`src/assert_macros.svh`:
```
// Assertion helper macros for the waypoint path block
`ifndef ASSERT_MACROS_SVH
`define ASSERT_MACROS_SVH
// Implication checked on every rising clock edge outside reset
`define ASSERT_IMPL(label, clk, rst_n, ante, cons, msg) \
	label: assert property (@(posedge clk) disable iff (!rst_n) (ante) |-> (cons)) \
		else $error(msg);
// Next-cycle implication
`define ASSERT_NEXT(label, clk, rst_n, ante, cons, msg) \
	label: assert property (@(posedge clk) disable iff (!rst_n) (ante) |=> (cons)) \
		else $error(msg);
`endif

```
`src/cwpi_pkg.sv`:
```
// ----------------------------------------------------------------------------
// cwpi_pkg
// Shared types, constants and the cosine ease table of the path interpolator.
// ----------------------------------------------------------------------------
`default_nettype none
package cwpi_pkg;
	localparam int MAX_WP = 16;
	localparam int WP_AW = $clog2(MAX_WP);
	localparam int WP_CW = $clog2(MAX_WP + 1);
	localparam int EASE_N = 256;
	localparam int EASE_AW = $clog2(EASE_N);
	localparam int COORD_W = 24;
	localparam int NCOORD = 6;
	localparam int CI_W = 3;

	localparam logic [1:0] MODE_TICK = 2'd0;
	localparam logic [1:0] MODE_APPEND = 2'd1;
	localparam logic [1:0] MODE_START = 2'd2;
	localparam logic [1:0] MODE_STOP = 2'd3;

	localparam logic CFG_SPEED = 1'b0;
	localparam logic CFG_LOOP = 1'b1;

	typedef logic signed [COORD_W-1:0] coord_t;

	// controller to datapath
	typedef struct packed {
		logic load_in;     // capture input transaction
		logic div_start;   // begin the increment division
		logic div_step;    // one quotient bit
		logic prog_upd;    // saturate progress, look up weight
		logic blend_mul;   // multiply difference of coordinate ci
		logic blend_wr;    // round and store coordinate ci
		logic [CI_W-1:0] ci;
		logic out_load;    // present result
	} cmd_t;

	// datapath to controller
	typedef struct packed {
		logic div_done;
	} sts_t;

	function automatic logic [15:0] ease_half(input int unsigned i);
		longint unsigned theta, th2, term, s;
		theta = (64'd843314857 * 64'(i)) / EASE_N;
		th2 = (theta * theta) >> 28;
		term = th2 / 2;
		s = term;
		for (int k = 2; k <= 7; k++) begin
			term = ((term * th2) >> 28) / 64'((2 * k - 1) * (2 * k));
			if ((k % 2) == 0) s = s - term;
			else s = s + term;
		end
		s = (s + 64'd4096) >> 13;
		return (s > 64'd65535) ? 16'hFFFF : s[15:0];
	endfunction

	// cosine ease weights, Q0.16, mirrored above the midpoint
	function automatic logic [16*EASE_N-1:0] ease_build();
		logic [16*EASE_N-1:0] t;
		int unsigned w;
		t = '0;
		for (int i = 0; i < EASE_N; i++) begin
			if (2 * i <= EASE_N) w = 32'(ease_half(i));
			else w = 32'd65536 - 32'(ease_half(EASE_N - i));
			if (w > 32'd65535) w = 32'd65535;
			t[i*16+:16] = w[15:0];
		end
		return t;
	endfunction

	localparam logic [16*EASE_N-1:0] EASE_LUT = ease_build();
endpackage
`default_nettype wire

```
`src/cwpi_ctrl.sv`:
```
// ----------------------------------------------------------------------------
// cwpi_ctrl
// Sequencer: mode decode, playback state, divider and blend scheduling.
// ----------------------------------------------------------------------------
`default_nettype none
module cwpi_ctrl (
	input  wire logic clk,
	input  wire logic arst_n,
	input  wire logic in_valid,
	output logic      in_stall,
	input  wire logic [1:0] mode,
	input  wire logic out_valid,
	input  wire logic out_stall,
	input  wire logic loop_enable,
	input  cwpi_pkg::sts_t sts,
	input  wire logic sat_done,
	output cwpi_pkg::cmd_t cmd,
	output logic [cwpi_pkg::WP_CW-1:0] count_q,
	output logic [cwpi_pkg::WP_AW-1:0] seg_q,
	output logic playing_q
);
	typedef enum logic [2:0] {S_IDLE, S_DIV0, S_DIV, S_PROG, S_MUL, S_WR, S_OUT} state_t;
	state_t state_q;
	logic [cwpi_pkg::CI_W-1:0] ci_q;
	logic accept, can_tick;
	logic [cwpi_pkg::WP_CW-1:0] seg_n;

	assign accept = in_valid && !in_stall;
	assign in_stall = (state_q != S_IDLE) || (out_valid && out_stall);
	assign can_tick = playing_q && ({1'b0, seg_q} + 1'b1 < count_q);
	assign seg_n = {1'b0, seg_q} + 1'b1;

	always_comb begin
		cmd = '0;
		cmd.ci = ci_q;
		cmd.load_in = accept;
		cmd.div_start = (state_q == S_DIV0);
		cmd.div_step = (state_q == S_DIV);
		cmd.prog_upd = (state_q == S_PROG);
		cmd.blend_mul = (state_q == S_MUL);
		cmd.blend_wr = (state_q == S_WR);
		cmd.out_load = (state_q == S_OUT);
	end

	// state and playback registers
	always_ff @(posedge clk or negedge arst_n) begin
		if (!arst_n) begin
			state_q <= S_IDLE;
			ci_q <= '0;
			count_q <= '0;
			seg_q <= '0;
			playing_q <= 1'b0;
		end else begin
			unique case (state_q)
				S_IDLE: begin
					if (accept) begin
						unique case (mode)
							cwpi_pkg::MODE_APPEND: begin
								if (count_q < cwpi_pkg::WP_CW'(cwpi_pkg::MAX_WP))
									count_q <= count_q + 1'b1;
							end
							cwpi_pkg::MODE_START: begin
								playing_q <= 1'b1;
								seg_q <= '0;
							end
							cwpi_pkg::MODE_STOP: playing_q <= 1'b0;
							default: if (can_tick) state_q <= S_DIV0;
						endcase
					end
				end
				S_DIV0: state_q <= S_DIV;
				S_DIV: if (sts.div_done) state_q <= S_PROG;
				S_PROG: begin
					ci_q <= '0;
					state_q <= S_MUL;
				end
				S_MUL: state_q <= S_WR;
				S_WR: begin
					if (ci_q == cwpi_pkg::CI_W'(cwpi_pkg::NCOORD - 1)) begin
						state_q <= S_OUT;
						if (sat_done) begin
							if (seg_n + 1'b1 == count_q) begin
								playing_q <= loop_enable;
								seg_q <= loop_enable ? '0 : seg_n[cwpi_pkg::WP_AW-1:0];
							end else begin
								seg_q <= seg_n[cwpi_pkg::WP_AW-1:0];
							end
						end
					end else begin
						ci_q <= ci_q + 1'b1;
						state_q <= S_MUL;
					end
				end
				S_OUT: state_q <= S_IDLE;
				default: state_q <= S_IDLE;
			endcase
		end
	end
endmodule
`default_nettype wire

```
`config.mk`:
```
export PLATFORM = sky130hd
export DESIGN_NAME = cwpi_ctrl
export DESIGN_NICKNAME = d
export VERILOG_FILES = /design/src/assert_macros.svh /design/src/cwpi_pkg.sv /design/src/cwpi_ctrl.sv
export SDC_FILE = /design/constraint.sdc
export NUM_CORES = 1
export LEC_CHECK = 0
export ABC_CLOCK_PERIOD_IN_PS = 4700
export BUFFER_PORTS_ARGS = -buffer_cell sky130_fd_sc_hd__clkbuf_2
export CAP_MARGIN = 30
export CORE_UTILIZATION = 50
export DETAILED_ROUTE_END_ITERATION = 6
export PLACE_DENSITY_LB_ADDON = 0.05
export SETUP_SLACK_MARGIN = 0.1
export SLEW_MARGIN = 10
export SYNTH_ARGS = -nofsm -noshare
export SYNTH_HDL_FRONTEND = slang
export SYNTH_SLANG_ARGS = --single-unit
```
`constraint.sdc`:
```
create_clock -name clk -period 4.7 [get_ports clk]
set_clock_uncertainty 0.15 [all_clocks]
set_input_delay 0.47 -clock clk [delete_from_list [all_inputs] [get_ports clk]]
set_output_delay 0.47 -clock clk [all_outputs]
set_load 0.01 [all_outputs]
```
==> impl_metrics.csv, run 1 <==
group,metric,value,unit
status,outcome,"completed",
die,die_y,52.62,um
global_route,grt_pass1_wl,4933,um
route,viasPerCell,5.732,
logic_synthesis,ys_warn_count,0,
placed_design,io_buffers,30,
logic_synthesis,synth.area.mux_share,0,%
critical_path,crit-reg2reg-launch,"seg_q[0]",
clocking,clk_pin_slew,0.12,ns
route,post_drt_wl_per_cell,14.84,um
route,wl,3043,um
clocking,cts.path.max_buffers,2,
critical_path,path_max_fanout,12,
critical_path,cp-endpoint,"playing_q",
sta,maxSlewViolCount,0,
sta,rsz0062_at_grt,"no",
global_route,grt_overflow_total,0,
sta,period_share,55.29,%
logic_synthesis,synth_ff_type,"dfrtp_1",
critical_path,regToRegSetupSlack,2.10,ns
route,drt_iter0_markers,23,
critical_path,reg2reg_to,"playing_q",
power_and_ir_drop,ir_worst_vdd,0.3151,mV
sta,fmax,0.3848,GHz
route,route.vias.total,1175,
global_route,antenna_found_initial,0,
clocking,post_cts_buffers,0,
sta,finalCriticalPeriod,2.599,ns
sta,whs,0.2355,ns
cells_and_area,area_growth,14.06,%
cells_and_area,final_layout_size_suffix_gt1_share,22.03,%
clocking,root_buffer,"clkbuf_4",
logic_synthesis,syn_area,0.001281,mm2
logic_synthesis,avgSynthCellArea,8.485,um2
logic_synthesis,synth_top_family_by_area,"simple AND/OR/NAND/NOR gates",
global_route,grt_pass1_vias,1087,
cells_and_area,nFillCells,210,
placed_design,place.gp.congestion,0.9062,
job,drv_cap,0,
global_route,grt_max_degree,17,
critical_path,cp-startpoint,"seg_q[0]",
critical_path,worstPathRequired,4.76,ns
placed_design,placed_cells,200,
cells_and_area,antenna_cells,0,
sta,setup_tns,0,ns
logic_synthesis,synthArstFlopShare,100.0,%
min_path,hold_depth,3,
critical_path,cp.arrival,2.66,ns
logic_synthesis,syn_nets,172,
sta,setup_viol,0,
clocking,tritoncts,"yes",
logic_synthesis,yosysSeqAreaShare,31.25,%
die,dieWidth,52.62,um
cells_and_area,multi_input_area,777.0,um2
route,antenna_left,0,
logic_synthesis,yosysTopAreaCell,"dfrtp_1",
clocking,h-tree-depth,1,
logic_synthesis,synth_xor_area_share,7.520,%
logic_synthesis,syn_inst,151,
min_path,worstHoldPathType,"primary input to flop",
logic_synthesis,synth-seq-cells,16,
logic_synthesis,yosys.area_share.simple,24.61,%
die,dieArea,0.002769,mm2
logic_synthesis,yosysMostFrequentCell,"nand2_1",
cells_and_area,register_area,400.4,um2
logic_synthesis,ys_top_cells_by_count,"nand2_1, dfrtp_1, inv_1",
power_and_ir_drop,power_density,456.3,mW/mm2
logic_synthesis,synth-compound-area-share,17.77,%
logic_synthesis,synth_fa_ha_area_share,10.74,%
die,ios,31,
route,drtPass1Iterations,4,
clocking,worstSkewPairLatency,0.31,ns
critical_path,setup.worst_path.start_class,"flop",
logic_synthesis,synth_top_area_share,31.25,%
clocking,cts.sinks,16,
clocking,cts_buffers,3,
route,drc,0,
die,core-area,0.002318,mm2
critical_path,path_class,"flop to flop",
sta,worstMarginPinSlew,0.7162,ns
placed_design,hpwl,2306,um
critical_path,critPathCaptureType,"flop",
die,start_util,55.26,%
cells_and_area,nets,199,
logic_synthesis,ys_top_cells_by_area,"dfrtp_1, ha_1, nand2_1",
logic_synthesis,synth_edf_count,0,
logic_synthesis,ys_types,44,
power_and_ir_drop,power.leakage,0.7835,nW
sta,max_slew_margin,52.26,%
cells_and_area,stdcell_count,205,
global_route,grt_use_total,25.14,%
die,placementRows,17,
critical_path,r2r_cells,7,
sta,hold_viol,0,
[state kept, by name, summed over array words and instances, names as in the netlist]
signal     count
count_q        5
state_q        3
seg_q          4
playing_q      1
ci_q           3
[where the power goes]
part / switching [mW] / internal (mW) / total [mW] / leakage (nW)
Combinational: 0.168 / 0.148 / 0.316 / 0.550
Clock: 0.0509 / 0.0473 / 0.0982 / 0.0210
Sequential: 0.0756 / 0.177 / 0.252 / 0.213
Total: 0.295 / 0.372 / 0.667 / 0.783
[worst min path at each step]
stage | from | slack, ns | endpoint
4_1_cts | sts | 0.24 | state_q[0]
2_1_floorplan | arst_n | 0.02 | ci_q[0]
6_report | sts | 0.24 | state_q[0]
5_1_grt | sts | 0.28 | state_q[0]
3_3_place_gp | arst_n | 0.28 | seg_q[3]
3_5_place_dp | arst_n | 0.28 | seg_q[3]
[layer usage]
layer  vias to the layer above  track usage, %  share of wire (%)
met5                         -               0                  0
met4                         0           7.456               0.62
met3                         3           4.928                5.7
met2                        38           41.35                 48
met1                       553           32.97                 46
li1                        581               -                  -
[cell usage in the layout, fill, tap and decap left out, types with 2 or more instances in the layout]
| master | count |
|---|---|
| ha_1 | 11 |
| o21a_1 | 3 |
| nor2b_1 | 2 |
| and2_1 | 2 |
| nor2_1 | 5 |
| and3b_1 | 2 |
| nor3_1 | 5 |
| a21oi_1 | 4 |
| o21ai_0 | 5 |
| xnor2_1 | 7 |
| nand2_1 | 18 |
| dfrtp_1 | 16 |
| nand4_1 | 2 |
| o22ai_1 | 3 |
| clkbuf_4 | 3 |
| nand2b_1 | 4 |
| or3_1 | 2 |
| xor2_1 | 4 |
| inv_1 | 14 |
| clkbuf_2 | 30 |
| nand3_1 | 8 |
| o31ai_1 | 2 |
| and3_1 | 4 |
[area by class of cell]
cell class	instances	share of cell area (%)
Clock buffer	4	2.483
Inverter	14	3.596
Multi-Input combinational cell	112	53.17
Sequential cell	16	27.40
Tap cell	28	2.397
Timing Repair Buffer	31	10.96
[metrics by stage]
stage / total power [mW] / setup WS (ns) / util [%] / instance area (um2)
2_1_floorplan: 0.4675 / 2.261 / - / 1281
3_3_place_gp: 0.5560 / 2.187 / 61.04 / 1415
3_5_place_dp: 0.5721 / 2.102 / 61.04 / 1415
4_1_cts: 0.6705 / 2.107 / 63.03 / 1461
5_1_grt: 0.7278 / 1.930 / 63.03 / 1461
6_report: 0.6668 / 2.101 / 63.03 / 1461
[kinds of logic (layout without fill, tap and decap cells)]
| group | after synthesis | count (layout) |
|---|---|---|
| fa+ha+maj | 11 | 11 |
| flops | 16 | 16 |
| simple gates | 59 | 59 |
| buf+inv | 23 | 49 |
| compound gates | 31 | 31 |
| xor+xnor | 11 | 11 |
[what timing repair did]
action                     in CTS  in global routing
resized for setup               0                  0
setup endpoints to repair       0                  0
hold endpoints to repair       16                  0
hold buffers                    1                  0
[worst max-delay path, stage by stage (launching register included)]
cell      delay, ns
dfrtp_1        0.53
ha_1           0.36
or4b_4         0.56
o221ai_2       0.08
o21ai_2        0.09
o21a_1         0.22
a21o_1         0.18
a311o_1        0.34
No activity file was read; power rests on OpenSTA's default activity.
==> run 2: changes to the inputs <==
--- a/config.mk
+++ b/config.mk
@@ -5,7 +5,8 @@
 export SDC_FILE = /design/constraint.sdc
 export NUM_CORES = 1
 export LEC_CHECK = 0
-export ABC_CLOCK_PERIOD_IN_PS = 4700
+export ABC_AREA = 1
+export ABC_CLOCK_PERIOD_IN_PS = 2720
 export BUFFER_PORTS_ARGS = -buffer_cell sky130_fd_sc_hd__clkbuf_2
 export CAP_MARGIN = 30
 export CORE_UTILIZATION = 50
==> constraint.sdc (replaced) <==
create_clock -name clk -period 2.72 [get_ports clk]
set_clock_uncertainty 0.15 [all_clocks]
set_input_delay 0.272 -clock clk [delete_from_list [all_inputs] [get_ports clk]]
set_output_delay 0.272 -clock clk [all_outputs]
set_load 0.01 [all_outputs]
==> impl_metrics.csv, run 2 <==
group,metric,value,unit
die,dieArea,0.002769,mm2
global_route,grt_pass1_vias,1078,
critical_path,path_class,"flop to flop",
placed_design,io_buffers,30,
sta,maxSlewViolCount,0,
clocking,clk_pin_slew,0.10,ns
global_route,grt_pass1_wl,4643,um
critical_path,cp.arrival,2.27,ns
clocking,cts.path.max_buffers,2,
logic_synthesis,ys_top_cells_by_area,"dfrtp_1, nand2_1, ha_1",
die,start_util,55.26,%
route,route.vias.total,1232,
route,post_drt_wl_per_cell,11.81,um
route,wl,2740,um
logic_synthesis,avgSynthCellArea,7.537,um2
clocking,cts_buffers,3,
logic_synthesis,yosysTopAreaCell,"dfrtp_1",
cells_and_area,area_growth,17.48,%
cells_and_area,stdcell_count,232,
logic_synthesis,syn_inst,170,
placed_design,place.gp.congestion,0.8987,
logic_synthesis,synth_top_area_share,31.25,%
route,antenna_left,0,
global_route,grt.busiest_layer,"met2",
sta,hold_viol,0,
critical_path,worstPathRequired,2.78,ns
cells_and_area,final_cell_mix,"nand2_1, clkbuf_2, inv_1",
critical_path,path_max_fanout,10,
status,outcome,"completed",
cells_and_area,antenna_cells,0,
critical_path,setup.worst_path.start_class,"flop",
global_route,grt_overflow_total,0,
cells_and_area,final_layout_size_suffix_gt1_share,25.98,%
logic_synthesis,ys_warn_count,0,
logic_synthesis,synth_edf_count,0,
power_and_ir_drop,power.leakage,0.8742,nW
die,die_y,52.62,um
logic_synthesis,syn_area,0.001281,mm2
route,drt_iter0_markers,23,
die,dieWidth,52.62,um
cells_and_area,nets,226,
logic_synthesis,synth-seq-cells,16,
global_route,grt_use_total,22.24,%
clocking,h-tree-depth,1,
sta,setup_ws,0.5129,ns
placed_design,dp_slack,0.5630,ns
power_and_ir_drop,ir_worst_vdd,0.5738,mV
critical_path,crit-reg2reg-launch,"seg_q[0]",
logic_synthesis,ys_types,28,
clocking,worstSkewPairLatency,0.30,ns
clocking,post_cts_buffers,0,
cells_and_area,reg_top3,"count_q x5, seg_q x4",
logic_synthesis,yosysSeqAreaShare,31.25,%
cells_and_area,nFillCells,224,
critical_path,cp-startpoint,"seg_q[0]",
logic_synthesis,synthArstFlopShare,100.0,%
job,drv_cap,0,
route,drtPass1Iterations,4,
min_path,worstHoldPathType,"primary input to flop",
sta,rsz0062_at_grt,"no",
clocking,cts.sinks,16,
logic_synthesis,yosysMostFrequentCell,"nand2_1",
power_and_ir_drop,power_density,651.0,mW/mm2
sta,setup_viol,0,
cells_and_area,register_area,400.4,um2
global_route,antenna_found_initial,0,
min_path,min-delay-start,"sts",
sta,fmax,0.4531,GHz
logic_synthesis,ys_top_cells_by_count,"nand2_1, inv_1, dfrtp_1",
sta,worstMarginPinSlew,0.5002,ns
cells_and_area,final_common_cell,"nand2_1",
critical_path,critPathCaptureType,"flop",
die,ios,31,
sta,finalCriticalPeriod,2.207,ns
cells_and_area,largest_register_ffs,5,
sta,max_slew_margin,66.30,%
critical_path,regToRegSetupSlack,0.51,ns
global_route,met3_usage,1.739,%
clocking,root_buffer,"clkbuf_4",
placed_design,placed_cells,227,
clocking,tritoncts,"yes",
sta,period_share,81.14,%
global_route,gr-usage-met1,33.33,%
die,core-area,0.002318,mm2
cells_and_area,multi_input_area,760.7,um2
route,viasPerCell,5.310,
route,drc,0,
sta,setup_tns,0,ns
cells_and_area,largest_register,"count_q",
global_route,grtUsageMet2,35.02,%
placed_design,hpwl,2286,um
global_route,grt_max_degree,17,
logic_synthesis,syn_nets,191,
logic_synthesis,synth_ff_type,"dfrtp_1",
die,placementRows,17,
run 2: layout make-up:
class | count | share of cell area [%]
Tap cell | 28 | 2.328
Inverter | 30 | 7.481
Sequential cell | 16 | 26.60
Multi-Input combinational cell | 123 | 50.54
Clock buffer | 4 | 2.411
Timing Repair Buffer | 31 | 10.64
run 2: per-layer routing:
layer  wire length (um)  up-vias
li1                   -      621
met1               1358      569
met2               1231       38
met3                120        4
met4                 29        0
met5                  0        -
run 2: final timing paths:
kind / end / depth (start not counted)
min in group asynchronous: count_q[1] / 2
hold / removal: state_q[0] / 3
max in group asynchronous: state_q[0] / 2
setup / recovery: state_q[0] / 11
setup reg to reg: state_q[0] / 11
hold reg to reg: playing_q / 2
run 2: kinds of logic after synthesis:
kind of cell             synth area share (%)
AND/OR/NAND/NOR                         38.38
buffers and inverters                   9.375
AO/OA/AOI/OAI                           6.934
flip-flops                              31.25
adder cells (fa/ha/maj)                 10.74
XOR/XNOR                                3.321
run 2: power breakdown:
group / total (mW) / leakage [nW] / switching, mW / internal [mW]
combinational: 0.471 / 0.647 / 0.296 / 0.176
sequential: 0.343 / 0.207 / 0.0644 / 0.278
clock: 0.166 / 0.0210 / 0.0840 / 0.0817
total: 0.980 / 0.874 / 0.444 / 0.536
run 2: critical path, stage by stage, from the launching register on:
cell	delay, ns
dfrtp_1	0.50
ha_1	0.29
inv_1	0.07
nand2_1	0.08
nand2_1	0.07
inv_1	0.06
ha_1	0.29
nand2_1	0.06
inv_1	0.03
o21ai_0	0.19
nand4_1	0.12
a211oi_1	0.21
run 2: repair_timing:
item,4_1_cts,5_1_grt
resized for setup,0,0
endpoints found under the hold margin,16,0
hold buffers,1,0
run 2: through the flow:
| stage | total power [mW] | cell area [um2] | hold slack [ns] | utilization [%] |
|---|---|---|---|---|
| floorplan | 0.6897 | 1281 | -0.1736 | - |
| global placement | 0.8039 | 1459 | 0.06577 | 62.93 |
| detailed placement | 0.8239 | 1459 | 0.06437 | 62.93 |
| CTS | 0.9882 | 1505 | 0.1687 | 64.92 |
| global route | 1.055 | 1505 | 0.1768 | 64.92 |
| finish | 0.9798 | 1505 | 0.1579 | 64.92 |
==> run 3: changes to the inputs <==
--- a/config.mk
+++ b/config.mk
@@ -5,11 +5,11 @@
 export SDC_FILE = /design/constraint.sdc
 export NUM_CORES = 1
 export LEC_CHECK = 0
-export ABC_AREA = 1
-export ABC_CLOCK_PERIOD_IN_PS = 2720
+export ABC_AREA = 0
+export ABC_CLOCK_PERIOD_IN_PS = 1900
 export BUFFER_PORTS_ARGS = -buffer_cell sky130_fd_sc_hd__clkbuf_2
 export CAP_MARGIN = 30
-export CORE_UTILIZATION = 50
+export CORE_UTILIZATION = 48
 export DETAILED_ROUTE_END_ITERATION = 6
 export PLACE_DENSITY_LB_ADDON = 0.05
 export SETUP_SLACK_MARGIN = 0.1
==> constraint.sdc (replaced) <==
create_clock -name clk -period 1.9 [get_ports clk]
set_clock_uncertainty 0.15 [all_clocks]
set_input_delay 0.19 -clock clk [delete_from_list [all_inputs] [get_ports clk]]
set_output_delay 0.19 -clock clk [all_outputs]
set_load 0.01 [all_outputs]
==> impl_metrics.csv, run 3 (synthesis results as in run 1) <==
group,metric,value,unit
status,outcome,"finished, violations left",
status,violations,"negative setup slack",
critical_path,path_max_fanout,4,
route,viasPerCell,5.453,
die,core-area,0.002500,mm2
route,drt_iter0_markers,26,
global_route,grt_use_total,23.69,%
clocking,clk_pin_slew,0.11,ns
sta,whs,0.08674,ns
power_and_ir_drop,p_clk_share,12.1,%
cells_and_area,antenna_cells,0,
critical_path,critical_path.cell_chain,"ha_4, or4b_4, o221ai_2, o21ai_2, o21a_2, a21o_1, a311o_1",
clocking,worstSkewPairLatency,0.30,ns
power_and_ir_drop,pwr-share-seq,28.3,%
power_and_ir_drop,p_int,1.129,mW
critical_path,critPathCaptureType,"flop",
sta,fmax,0.4382,GHz
power_and_ir_drop,power_density,1088,mW/mm2
critical_path,setup.worst_path.start_class,"flop",
critical_path,cp_slowest_cell,"or4b_4",
sta,max_slew_margin,62.34,%
critical_path,critPathBufInv,0,
die,die_y,53.67,um
min_path,worstHoldPathType,"primary input to flop",
sta,maxSlewViolCount,0,
sta,setup_tns,-1.885,ns
job,drv_cap,0,
route,drtPass1Iterations,4,
clocking,root_buffer,"clkbuf_4",
sta,hold_viol,0,
sta,setup_viol,6,
power_and_ir_drop,switching_share,42.17,%
sta,setup_ws,-0.3819,ns
die,dieArea,0.002880,mm2
power_and_ir_drop,switchingPower,0.8233,mW
critical_path,cp_top_family,"compound AO/OA/AOI/OAI gates",
cells_and_area,nFillCells,195,
clocking,cts.path.max_buffers,2,
placed_design,place.gp.congestion,0.9052,
clocking,cts_buffers,3,
placed_design,hpwl,2438,um
global_route,grt_overflow_total,0,
global_route,grt_pass1_vias,1124,
cells_and_area,final_cell_mix,"clkbuf_2, buf_4, nand2_1",
die,placementRows,18,
cells_and_area,largest_register,"count_q",
die,ios,31,
cells_and_area,nets,226,
power_and_ir_drop,power_frac_comb,59.6,%
placed_design,placed_cells,226,
die,dieWidth,53.67,um
route,wl,3320,um
power_and_ir_drop,power.leakage,0.9317,nW
critical_path,worstPathRequired,1.93,ns
critical_path,cp.arrival,2.31,ns
critical_path,path_class,"flop to flop",
power_and_ir_drop,ir_worst_vdd,1.033,mV
critical_path,slowest_delay,0.51,ns
global_route,grt_pass1_wl,4933,um
cells_and_area,reg_top3,"count_q x5, seg_q x4",
cells_and_area,final_common_cell,"clkbuf_2",
cells_and_area,area_growth,40.04,%
power_and_ir_drop,p_total,1.953,mW
route,antenna_left,0,
die,start_util,51.25,%
cells_and_area,largest_register_ffs,5,
cells_and_area,stdcell_count,234,
sta,rsz0062_at_grt,"yes",
route,post_drt_wl_per_cell,14.19,um
sta,finalCriticalPeriod,2.282,ns
cells_and_area,final_layout_size_suffix_gt1_share,41.67,%
sta,period_share,120.1,%
placed_design,io_buffers,30,
global_route,antenna_found_initial,0,
clocking,tritoncts,"yes",
clocking,h-tree-depth,1,
route,drc,0,
sta,worstMarginPinSlew,0.5649,ns
global_route,grt_max_degree,17,
clocking,cts.sinks,16,
route,route.vias.total,1276,
[run 3: cell types whose count changed in the layout (fill, tap and decap cells not counted), moves of 4 or more]
cell      before  now
xnor2_1        2    6
nand2_1       47   17
o21ai_0        9    3
nand3_1       15    8
buf_4          0   25
nand2b_1       0    4
inv_1         26   13
[run 3: worst reg2reg max path: stages (launching register included)]
cell	delay (ns)
dfrtp_2	0.47
ha_4	0.19
or4b_4	0.51
o221ai_2	0.08
o21ai_2	0.10
o21a_2	0.25
a21o_1	0.16
a311o_1	0.25
[run 3: final cells by class]
class / count / area, um2 / share of cell area (%)
Clock buffer: 4 / 36.28 / 2.022
Inverter: 14 / 52.55 / 2.929
Multi-Input combinational cell: 112 / 895.9 / 49.93
Sequential cell: 16 / 402.9 / 22.45
Tap cell: 30 / 37.54 / 2.092
Timing Repair Buffer: 58 / 369.1 / 20.57
[run 3: path summary, 6_finish.rpt]
path                              from         end  slack [ns]  cells after the start
max reg2reg                   seg_q[1]   playing_q       -0.38                      7
min reg2reg                 count_q[0]  count_q[0]        0.44                      2
min                        loop_enable    seg_q[2]        0.09                      4
min in group asynchronous       arst_n    seg_q[3]        0.20                      2
max in group asynchronous       arst_n    seg_q[0]        1.08                      2
max                           seg_q[1]   playing_q       -0.38                      7
[run 3: metal layers]
metal	track usage, %	wire length [um]	part of all wire (%)
met2	40.74	1671	50
met3	3.955	132	4.0
met4	3.947	17	0.51
met1	31.20	1498	45
met5	0	0	0
[run 3: what timing repair did]
action | in CTS | in global routing
gates resized for setup | 10 | 11
hold endpoints to repair | 17 | 0
pin swaps | 4 | 1
setup endpoints to repair | 8 | 11
setup buffers | 1 | 1
hold buffers | 2 | 0
[run 3: power groups by stage]
stage / combinational (mW) / clock, mW / sequential (mW)
finish: 1.16 / 0.236 / 0.552
CTS: 1.08 / 0.241 / 0.542
global placement: 1.01 / 0 / 0.545
global route: 1.28 / 0.258 / 0.569
floorplan: 0.617 / 0 / 0.571
detailed placement: 1.05 / 0 / 0.549
[run 3: stage by stage]
| stage | setup WS [ns] | utilization [%] | cell area, um2 |
|---|---|---|---|
| 2_1_floorplan | -0.3315 | - | 1330 |
| 3_3_place_gp | -0.3173 | 65.47 | 1637 |
| 3_5_place_dp | -0.3534 | 65.47 | 1637 |
| 4_1_cts | -0.3452 | 69.12 | 1728 |
| 5_1_grt | -0.4404 | 71.77 | 1794 |
| 6_report | -0.3819 | 71.77 | 1794 |
